File: config.mk
export PLATFORM = sky130hd
export DESIGN_NAME = pwm_pseudo_sine_beeper
export DESIGN_NICKNAME = d
export VERILOG_FILES = /design/src/hw/rtl/pwmb_pkg.sv /design/src/hw/rtl/pwm_pseudo_sine_beeper.sv /design/src/hw/rtl/pwmb_mul.sv /design/src/hw/rtl/pwmb_div.sv
export SDC_FILE = /design/constraint.sdc
export NUM_CORES = 1
export LEC_CHECK = 0
export ABC_CLOCK_PERIOD_IN_PS = 15050
export BUFFER_PORTS_ARGS = -buffer_cell sky130_fd_sc_hd__buf_2
export CAP_MARGIN = 25
export CORE_MARGIN = 10
export CORE_UTILIZATION = 60
export DETAILED_ROUTE_END_ITERATION = 10
export GPL_TIMING_DRIVEN = 1
export PLACE_DENSITY = 0.78
export SLEW_MARGIN = 20
export SYNTH_ARGS = -nofsm -noshare
export SYNTH_HDL_FRONTEND = slang
export SYNTH_HIERARCHICAL = 1
export SYNTH_SLANG_ARGS = --single-unit
File: constraint.sdc
create_clock -name i_clk -period 15.05 [get_ports i_clk]
set_clock_uncertainty 0.2 [all_clocks]
set_input_delay 2.2575 -clock i_clk [delete_from_list [all_inputs] [get_ports i_clk]]
set_output_delay 2.2575 -clock i_clk [all_outputs]
set_load 0.01 [all_outputs]
File: src/hw/rtl/pwmb_pkg.sv
// ----------------------------------------------------------------------------
// pwmb_pkg
// Types, constants and the wave table of the pseudo-sine PWM beeper.
// ----------------------------------------------------------------------------
package pwmb_pkg;

    localparam int MUL_W   = 16;              // serial multiplier operand width
    localparam int DVD_W   = 35;              // serial divider dividend width
    localparam int DVS_W   = 16;              // serial divider divisor width
    localparam int STEP_W  = 26;              // note step counters
    localparam int STAGE_W = 3;               // wave stage, eight steps
    localparam int PRE_W   = 5;               // prescaler count while halving
    localparam int PROD_W  = 26;              // gain times period
    localparam int NUM_W   = 29;              // duty numerator magnitude

    localparam logic [15:0] PAUSE_PERIOD = 16'd42000;
    localparam logic [15:0] STEP_DIV     = 16'd1000;
    localparam logic [9:0]  GAIN_RST     = 10'd384;
    localparam logic [15:0] PERIOD_RST   = 16'd875;

    localparam logic [1:0] CFG_SOUND_ENABLE = 2'd0;
    localparam logic [1:0] CFG_GAIN         = 2'd1;
    localparam logic [1:0] CFG_PERIOD       = 2'd2;

    localparam logic FUNC_START = 1'b0;
    localparam logic FUNC_TICK  = 1'b1;

    typedef struct packed {
        logic        func;
        logic [15:0] tone_hz;
        logic [15:0] duration_ms;
    } t_in;

    typedef struct packed {
        logic [15:0] duty;
        logic        duty_valid;
        logic        timer_start;
        logic        one_pulse;
        logic [15:0] timer_prescaler;
        logic [15:0] timer_period;
        logic        timer_stop;
        logic        note_done;
    } t_out;

    typedef enum logic [2:0] {
        ST_IDLE,
        ST_DIV_T,
        ST_HALVE,
        ST_DIV_S,
        ST_DUTY,
        ST_EMIT
    } t_state;

    // doubled wave value of each stage: 0 1 2 1 0 -1 -2 -1
    function automatic logic signed [2:0] wave_val(input logic [STAGE_W-1:0] stage);
        logic signed [2:0] v;
        case (stage)
            3'd1, 3'd3: v = 3'sd1;
            3'd2:       v = 3'sd2;
            3'd5, 3'd7: v = -3'sd1;
            3'd6:       v = -3'sd2;
            default:    v = 3'sd0;
        endcase
        return v;
    endfunction

endpackage

File: src/hw/rtl/pwm_pseudo_sine_beeper.sv
// ----------------------------------------------------------------------------
// pwm_pseudo_sine_beeper
// Tone beeper: sets up the tick timer per note and emits pseudo-sine duty.
// ----------------------------------------------------------------------------
// Path from accept to output register: an ignored start, a pause start or
// an idle tick go straight to the emit state; a running tick first waits for
// the serial multiply; a tone start runs two serial divides and a halving
// step per period halving. One item in flight; the next beat is taken once
// the result sits in the output register. Reset restores register defaults
// and clears step counters, stage and out valid.
// ----------------------------------------------------------------------------
module pwm_pseudo_sine_beeper #(
    parameter int TONE_CLOCK = 10500000
) (
    input  logic             i_clk,
    input  logic             i_rst_n,
    input  logic             i_in_valid,
    output logic             o_in_ready,
    input  pwmb_pkg::t_in    i_in_data,
    output logic             o_out_valid,
    input  logic             i_out_ready,
    output pwmb_pkg::t_out   o_out_data,
    input  logic             i_cfg_wr_en,
    input  logic [1:0]       i_cfg_idx,
    input  logic [15:0]      i_cfg_wdata
);
    import pwmb_pkg::*;

    localparam int PER_W = $clog2(TONE_CLOCK + 1);

    t_state              r_state, n_state;
    logic                r_en;
    logic [9:0]          r_gain;
    logic [15:0]         r_period;
    logic [STEP_W-1:0]   r_pending, n_pending;
    logic [STEP_W-1:0]   r_left, n_left;
    logic [STAGE_W-1:0]  r_stage, n_stage;
    logic [PER_W-1:0]    r_per, n_per;
    logic [PRE_W-1:0]    r_presc, n_presc;
    t_out                r_res, n_res;
    logic                r_out_valid, n_out_valid;
    t_out                r_out, n_out;

    logic                mul_start, mul_done;
    logic [MUL_W-1:0]    mul_a, mul_b;
    logic [2*MUL_W-1:0]  mul_p;
    logic                div_start, div_done;
    logic [DVD_W-1:0]    div_dvd, div_q;
    logic [DVS_W-1:0]    div_dvs;
    logic                accept;

    logic signed [2:0]   wv;
    logic [PROD_W-1:0]   prod;
    logic [NUM_W-1:0]    term, base, num;
    logic                neg_clip;
    logic [NUM_W-11:0]   quo;
    logic [15:0]         duty;

    pwmb_mul u_mul (
        .i_clk   (i_clk),
        .i_rst_n (i_rst_n),
        .i_start (mul_start),
        .i_a     (mul_a),
        .i_b     (mul_b),
        .o_done  (mul_done),
        .o_prod  (mul_p)
    );

    pwmb_div u_div (
        .i_clk      (i_clk),
        .i_rst_n    (i_rst_n),
        .i_start    (div_start),
        .i_dividend (div_dvd),
        .i_divisor  (div_dvs),
        .o_done     (div_done),
        .o_quot     (div_q)
    );

    assign o_in_ready = (r_state == ST_IDLE);
    assign accept     = i_in_valid && o_in_ready;

    // duty = clamp((v*g*P + 512*P) / 1024, 0, P)
    always_comb begin
        wv   = wave_val(r_stage);
        prod = mul_p[PROD_W-1:0];
        base = {4'b0, r_period, 9'b0};
        if (wv == 3'sd0) begin
            term = '0;
        end else if (wv == 3'sd2 || wv == -3'sd2) begin
            term = {2'b0, prod, 1'b0};
        end else begin
            term = {3'b0, prod};
        end
        neg_clip = 1'b0;
        if (wv < 0) begin
            neg_clip = term > base;
            num      = base - term;
        end else begin
            num = base + term;
        end
        quo = num[NUM_W-1:10];
        if (neg_clip) begin
            duty = '0;
        end else if (quo > {3'b0, r_period}) begin
            duty = r_period;
        end else begin
            duty = quo[15:0];
        end
    end

    always_comb begin
        n_state     = r_state;
        n_pending   = r_pending;
        n_left      = r_left;
        n_stage     = r_stage;
        n_per       = r_per;
        n_presc     = r_presc;
        n_res       = r_res;
        n_out_valid = r_out_valid;
        n_out       = r_out;
        mul_start   = 1'b0;
        div_start   = 1'b0;
        mul_a       = i_in_data.duration_ms;
        mul_b       = i_in_data.tone_hz;
        div_dvd     = DVD_W'(TONE_CLOCK);
        div_dvs     = i_in_data.tone_hz;

        if (r_out_valid && i_out_ready) begin
            n_out_valid = 1'b0;
        end

        case (r_state)
            ST_IDLE: begin
                if (accept) begin
                    n_res = '0;
                    if (i_in_data.func == FUNC_START) begin
                        if (!r_en || i_in_data.duration_ms == '0) begin
                            n_state = ST_EMIT;
                        end else if (i_in_data.tone_hz == '0) begin
                            n_pending             = '0;
                            n_res.timer_start     = 1'b1;
                            n_res.one_pulse       = 1'b1;
                            n_res.timer_prescaler = {i_in_data.duration_ms[14:0], 1'b0};
                            n_res.timer_period    = PAUSE_PERIOD;
                            n_state               = ST_EMIT;
                        end else begin
                            mul_start = 1'b1;
                            div_start = 1'b1;
                            n_presc   = PRE_W'(1);
                            n_state   = ST_DIV_T;
                        end
                    end else begin
                        if (r_left == '0) begin
                            n_left           = r_pending;
                            n_pending        = '0;
                            n_res.timer_stop = (r_pending == '0);
                            n_res.note_done  = (r_pending == '0);
                            n_state          = ST_EMIT;
                        end else begin
                            mul_a     = {6'b0, r_gain};
                            mul_b     = r_period;
                            mul_start = 1'b1;
                            n_state   = ST_DUTY;
                        end
                    end
                end
            end
            ST_DIV_T: begin
                if (div_done) begin
                    n_per   = div_q[PER_W-1:0];
                    n_state = ST_HALVE;
                end
            end
            ST_HALVE: begin
                if (r_per[PER_W-1:16] != '0) begin
                    n_per   = r_per >> 1;
                    n_presc = r_presc + 1'b1;
                end else begin
                    div_dvd   = {mul_p, 3'b000};
                    div_dvs   = STEP_DIV;
                    div_start = 1'b1;
                    n_state   = ST_DIV_S;
                end
            end
            ST_DIV_S: begin
                if (div_done) begin
                    n_pending             = div_q[STEP_W-1:0];
                    n_res.timer_start     = 1'b1;
                    n_res.timer_prescaler = 16'(r_presc);
                    n_res.timer_period    = r_per[15:0];
                    n_state               = ST_EMIT;
                end
            end
            ST_DUTY: begin
                if (mul_done) begin
                    n_res.duty       = r_en ? duty : 16'd0;
                    n_res.duty_valid = r_en;
                    n_stage          = r_stage + 1'b1;
                    n_left           = r_left - 1'b1;
                    n_state          = ST_EMIT;
                end
            end
            ST_EMIT: begin
                if (!r_out_valid || i_out_ready) begin
                    n_out       = r_res;
                    n_out_valid = 1'b1;
                    n_state     = ST_IDLE;
                end
            end
            default: begin
                n_state = ST_IDLE;
            end
        endcase
    end

    always_ff @(posedge i_clk) begin
        if (!i_rst_n) begin
            r_state <= ST_IDLE;
        end else begin
            r_state <= n_state;
        end
    end

    always_ff @(posedge i_clk) begin
        if (!i_rst_n) begin
            r_en        <= 1'b0;
            r_gain      <= GAIN_RST;
            r_period    <= PERIOD_RST;
            r_pending   <= '0;
            r_left      <= '0;
            r_stage     <= '0;
            r_out_valid <= 1'b0;
        end else begin
            r_pending   <= n_pending;
            r_left      <= n_left;
            r_stage     <= n_stage;
            r_out_valid <= n_out_valid;
            if (i_cfg_wr_en) begin
                case (i_cfg_idx)
                    CFG_SOUND_ENABLE: r_en     <= i_cfg_wdata[0];
                    CFG_GAIN:         r_gain   <= i_cfg_wdata[9:0];
                    CFG_PERIOD:       r_period <= i_cfg_wdata;
                    default: begin
                    end
                endcase
            end
        end
    end

    always_ff @(posedge i_clk) begin
        r_per   <= n_per;
        r_presc <= n_presc;
        r_res   <= n_res;
        r_out   <= n_out;
    end

    assign o_out_valid = r_out_valid;
    assign o_out_data  = r_out;

    a_busy_after_accept: assert property (@(posedge i_clk) disable iff (!i_rst_n)
        accept |=> !o_in_ready)
        else $error("input taken while an item is in flight");

    a_duty_in_range: assert property (@(posedge i_clk) disable iff (!i_rst_n)
        (o_out_valid && o_out_data.duty_valid) |-> (o_out_data.duty <= r_period))
        else $error("duty above pwm period");

    a_start_stop_excl: assert property (@(posedge i_clk) disable iff (!i_rst_n)
        o_out_valid |-> !(o_out_data.timer_start && o_out_data.timer_stop))
        else $error("timer start and stop in one beat");

endmodule

File: src/hw/rtl/pwmb_mul.sv
// ----------------------------------------------------------------------------
// pwmb_mul
// Shift-add multiplier, one multiplier bit per cycle.
// ----------------------------------------------------------------------------
module pwmb_mul (
    input  logic                          i_clk,
    input  logic                          i_rst_n,
    input  logic                          i_start,
    input  logic [pwmb_pkg::MUL_W-1:0]    i_a,
    input  logic [pwmb_pkg::MUL_W-1:0]    i_b,
    output logic                          o_done,
    output logic [2*pwmb_pkg::MUL_W-1:0]  o_prod
);
    import pwmb_pkg::*;

    localparam int CNT_W = $clog2(MUL_W);

    logic                 r_busy, n_busy;
    logic                 r_done, n_done;
    logic [CNT_W-1:0]     r_cnt, n_cnt;
    logic [2*MUL_W-1:0]   r_a, n_a;
    logic [MUL_W-1:0]     r_b, n_b;
    logic [2*MUL_W-1:0]   r_acc, n_acc;

    always_comb begin
        n_busy = r_busy;
        n_done = 1'b0;
        n_cnt  = r_cnt;
        n_a    = r_a;
        n_b    = r_b;
        n_acc  = r_acc;
        if (i_start) begin
            n_busy = 1'b1;
            n_cnt  = '0;
            n_a    = {{MUL_W{1'b0}}, i_a};
            n_b    = i_b;
            n_acc  = '0;
        end else if (r_busy) begin
            if (r_b[0]) begin
                n_acc = r_acc + r_a;
            end
            n_a   = {r_a[2*MUL_W-2:0], 1'b0};
            n_b   = {1'b0, r_b[MUL_W-1:1]};
            n_cnt = r_cnt + 1'b1;
            if (r_cnt == CNT_W'(MUL_W - 1)) begin
                n_busy = 1'b0;
                n_done = 1'b1;
            end
        end
    end

    always_ff @(posedge i_clk) begin
        if (!i_rst_n) begin
            r_busy <= 1'b0;
            r_done <= 1'b0;
            r_cnt  <= '0;
        end else begin
            r_busy <= n_busy;
            r_done <= n_done;
            r_cnt  <= n_cnt;
        end
    end

    always_ff @(posedge i_clk) begin
        r_a   <= n_a;
        r_b   <= n_b;
        r_acc <= n_acc;
    end

    assign o_done = r_done;
    assign o_prod = r_acc;

endmodule

File: src/hw/rtl/pwmb_div.sv
// ----------------------------------------------------------------------------
// pwmb_div
// Restoring divider, one quotient bit per cycle.
// ----------------------------------------------------------------------------
module pwmb_div (
    input  logic                        i_clk,
    input  logic                        i_rst_n,
    input  logic                        i_start,
    input  logic [pwmb_pkg::DVD_W-1:0]  i_dividend,
    input  logic [pwmb_pkg::DVS_W-1:0]  i_divisor,
    output logic                        o_done,
    output logic [pwmb_pkg::DVD_W-1:0]  o_quot
);
    import pwmb_pkg::*;

    localparam int CNT_W = $clog2(DVD_W);

    logic               r_busy, n_busy;
    logic               r_done, n_done;
    logic [CNT_W-1:0]   r_cnt, n_cnt;
    logic [DVS_W-1:0]   r_rem, n_rem;
    logic [DVS_W-1:0]   r_dvs, n_dvs;
    logic [DVD_W-1:0]   r_quo, n_quo;
    logic [DVS_W:0]     trial;
    logic [DVS_W:0]     diff;
    logic               fits;

    assign trial = {r_rem, r_quo[DVD_W-1]};
    assign diff  = trial - {1'b0, r_dvs};
    assign fits  = trial >= {1'b0, r_dvs};

    always_comb begin
        n_busy = r_busy;
        n_done = 1'b0;
        n_cnt  = r_cnt;
        n_rem  = r_rem;
        n_dvs  = r_dvs;
        n_quo  = r_quo;
        if (i_start) begin
            n_busy = 1'b1;
            n_cnt  = '0;
            n_rem  = '0;
            n_dvs  = i_divisor;
            n_quo  = i_dividend;
        end else if (r_busy) begin
            n_rem = fits ? diff[DVS_W-1:0] : trial[DVS_W-1:0];
            n_quo = {r_quo[DVD_W-2:0], fits};
            n_cnt = r_cnt + 1'b1;
            if (r_cnt == CNT_W'(DVD_W - 1)) begin
                n_busy = 1'b0;
                n_done = 1'b1;
            end
        end
    end

    always_ff @(posedge i_clk) begin
        if (!i_rst_n) begin
            r_busy <= 1'b0;
            r_done <= 1'b0;
            r_cnt  <= '0;
        end else begin
            r_busy <= n_busy;
            r_done <= n_done;
            r_cnt  <= n_cnt;
        end
    end

    always_ff @(posedge i_clk) begin
        r_rem <= n_rem;
        r_dvs <= n_dvs;
        r_quo <= n_quo;
    end

    assign o_done = r_done;
    assign o_quot = r_quo;

endmodule
==> run metrics <==
PD cells=167.1 nW/um^2; GR Overflow Total=0; Post-Layout Cell Count=2767; H-tree depth=2; setup bufs post-CTS=0; largest cells by area after synthesis=edfxtp_1 30%, dfxtp_1 15%, ha_1 6.6%, mux2_2 4.7%, nand2_1 4.7%; Max IR drop VDD=0.1576 mV; setup TNS=0 ns; CP required=15.23 ns; Num CTS Buffers=41; DP Cell Count=2690; post-synthesis compound-gate area fraction=0.1543; Post-Synth Adder-Cell Area=0.06921; initial antenna violation count=1; slew of the pin with the lowest slew margin=0.9082 ns; clock sink count=380; num rows=69; starting density of the core=0.6053; via/cell ratio=6.171; endpoints failing setup=0; async set-reset flop share out of synthesis=0; post-cts resize count=0; via count=17075; post-synthesis mux area share=0.07090; Die ar.=43760 sq um; number of synthesized flops with an enable pin=216; post-route clock period utilization=0.4412; crit path capture type=flop; utilization after layout=0.6686; Post-Place Setup Slack=8.250 ns; Avg Cell Area, Syn=9.723 sq um; Worst Setup Path Type=flop to flop; synth unique cells=94; critical path peak fanout=16; static leakage=9.152 nW; status=completed; f_max=150.6 MHz; top-count cell post-synth=nand2_1; Synth Instances=2209; Hold-fix buffers, CTS=0; Detail Placement HPWL=40.69 mm; number of nets in the layout=2446; routed wire length=56.09 mm; fin crit period=6.639 ns; antenna cells=0; Synth Cell Area=21480 sq um; Primary FF master, synth=edfxtp_1; Routed Antenna Nets=0; min-delay worst type=flop to flop; final hold violation count=0; root buffer cell=clkbuf_16; Max-Cap Viols=0; Die Y-Extent=209.2 um; fin. max-slew vios=0; main combinational cell family by area after synthesis=simple AND/OR/NAND/NOR gates; top cell type's share of synthesized area=0.3020; Yosys warning total=6; Critical Path AT=6.82 ns; Placer Congestion=0.9268; cell taking the most area after synthesis=edfxtp_1; FF+latch count, synth=380; Synth Area in XOR/XNOR=0.02365; Slew HR=0.3945; fin worst setup slack=8.411 ns; layout cells sized above 1=0.1583; first-pass GRT wire length=89.93 mm; crit start category=flop; io pins=111; sequential-to-total area share from yosys stat=0.4549; Max Root-Sink Buffers=3; Synth top cells by count=267 x nand2_1, 216 x edfxtp_1, 164 x dfxtp_1, 146 x nor2_1, 138 x a21oi_1; largest net degree at the start of global routing=91; Post-Synth Simple-Gate Area=0.1892; CTS tree=done; WL/cell=20.27 um; Core ar.=35480 sq um; Post-route DRC=0; Die Width=209.2 um; 1st-pass router iterations=7; number of global-route vias before repair=16563; FILL cells=2750; unrepaired setup endpoints after global routing=no; port bufs=110; Tot GR Track Use=0.2497; CTS clock-pin slew for the worst setup and hold paths=0.06 ns; DR iter-0 viols=1478; synth-to-layout area growth=10.46%; clk_lat worst skew=0.58 ns
-- area by class of cell --
| type | instances | area, sq um | area share |
|---|---|---|---|
| inverter | 82 | 307.8 | 0.01297 |
| timing repair buffer | 137 | 768.2 | 0.03238 |
| tap | 461 | 576.8 | 0.02431 |
| multi-input combinational | 1631 | 10960 | 0.4619 |
| clock buffer | 47 | 1059 | 0.04462 |
| clock inverter | 29 | 285.3 | 0.01202 |
| sequential | 380 | 9769 | 0.4118 |
-- routing by layer --
| metal | track usage | part of all wire | up-vias |
|---|---|---|---|
| li1 | - | - | 8140 |
| met1 | 0.3281 | 0.43 | 8242 |
| met2 | 0.4167 | 0.48 | 603 |
| met3 | 0.04026 | 0.069 | 88 |
| met4 | 0.07095 | 0.021 | 2 |
| met5 | 0 | 0.00023 | - |
-- power breakdown --
part           total, mW  internal, mW  switching [mW]  leakage, nW
registers           1.50          1.34           0.162         3.34
logic               1.45         0.564           0.885         5.17
clock network       1.01         0.581           0.432        0.650
total               3.96          2.49            1.48         9.15
-- cell families (layout without fill, tap and decap cells) --
family	Yosys count	in the layout
buf+inv	200	295
other cells	1	3
fa+ha+maj	117	117
flops	380	380
compound gates	496	496
xor+xnor	58	58
mux	139	139
simple gates	818	818
-- cell usage in the layout, fill, tap and decap left out, drive strengths merged, types with 9 or more instances in the layout --
master	n
nand2	267
edfxtp	216
dfxtp	164
nor2	146
a21oi	139
buf	137
ha	114
o21ai	109
mux2	92
inv	84
nand3	71
a21boi	54
nor3	49
mux2i	47
clkbuf	47
and2	44
nor2b	41
and3	40
xnor2	34
or2	30
a211oi	29
nor4	27
nand2b	26
or3	25
xor2	24
a21o	23
a31oi	19
clkinv	19
nand4	18
o21a	14
o211ai	14
a41oi	10
a311oi	9
-- final timing paths --
check                               start                       end  slack (ns)  cells after the start
setup / recovery  r_stage[0]$_SDFFE_PN0P_       r_res[51]$_DFFE_PP_        8.41                     22
hold / removal        r_res[36]$_DFFE_PP_  o_out_data[36]$_DFFE_PP_        0.22                      0
setup reg to reg  r_stage[0]$_SDFFE_PN0P_       r_res[51]$_DFFE_PP_        8.41                     22
hold reg to reg       r_res[36]$_DFFE_PP_  o_out_data[36]$_DFFE_PP_        0.22                      0
-- flip-flops by register name, summed over array words and instances, names as in the netlist, 3 cells and up --
register      cells
o_out_data       52
r_gain           10
r_left           26
r_pending        26
r_per            24
r_period         16
r_presc           5
r_res            52
r_stage           3
r_state           3
u_div/o_quot     35
u_div/r_cnt       6
u_div/r_dvs      16
u_div/r_rem      16
u_mul/o_prod     32
u_mul/r_a        32
u_mul/r_b        16
u_mul/r_cnt       4
-- through the flow --
stage | area, sq um | hold WS, ns | power, mW
finish | 23730 | 0.2175 | 3.964
global route | 23730 | 0.2111 | 4.198
CTS | 23700 | 0.2170 | 3.959
detailed placement | 22360 | 0.2045 | 2.937
global placement | 22340 | 0.2001 | 2.881
floorplan | 21490 | 0.2003 | 2.570
-- critical path, cell delays in order (launching register included) --
cell and delay (ns):
dfxtp_1 0.34, inv_1 0.12, ha_1 0.54, mux2i_1 0.25, or2_2 0.15, inv_1 0.04
ha_1 0.19, fa_1 0.38, and2b_1 0.19, o21ai_0 0.30, nor4bb_1 0.54, o21ai_0 0.19
a21oi_1 0.25, o21ai_0 0.14, a31o_2 0.27, and2_1 0.14, ha_1 0.31, and3_1 0.16
nand3_1 0.10, or4_1 0.61, a211oi_4 0.68, a21oi_1 0.13, a211oi_1 0.22
Power figures use the tool's default switching activity.
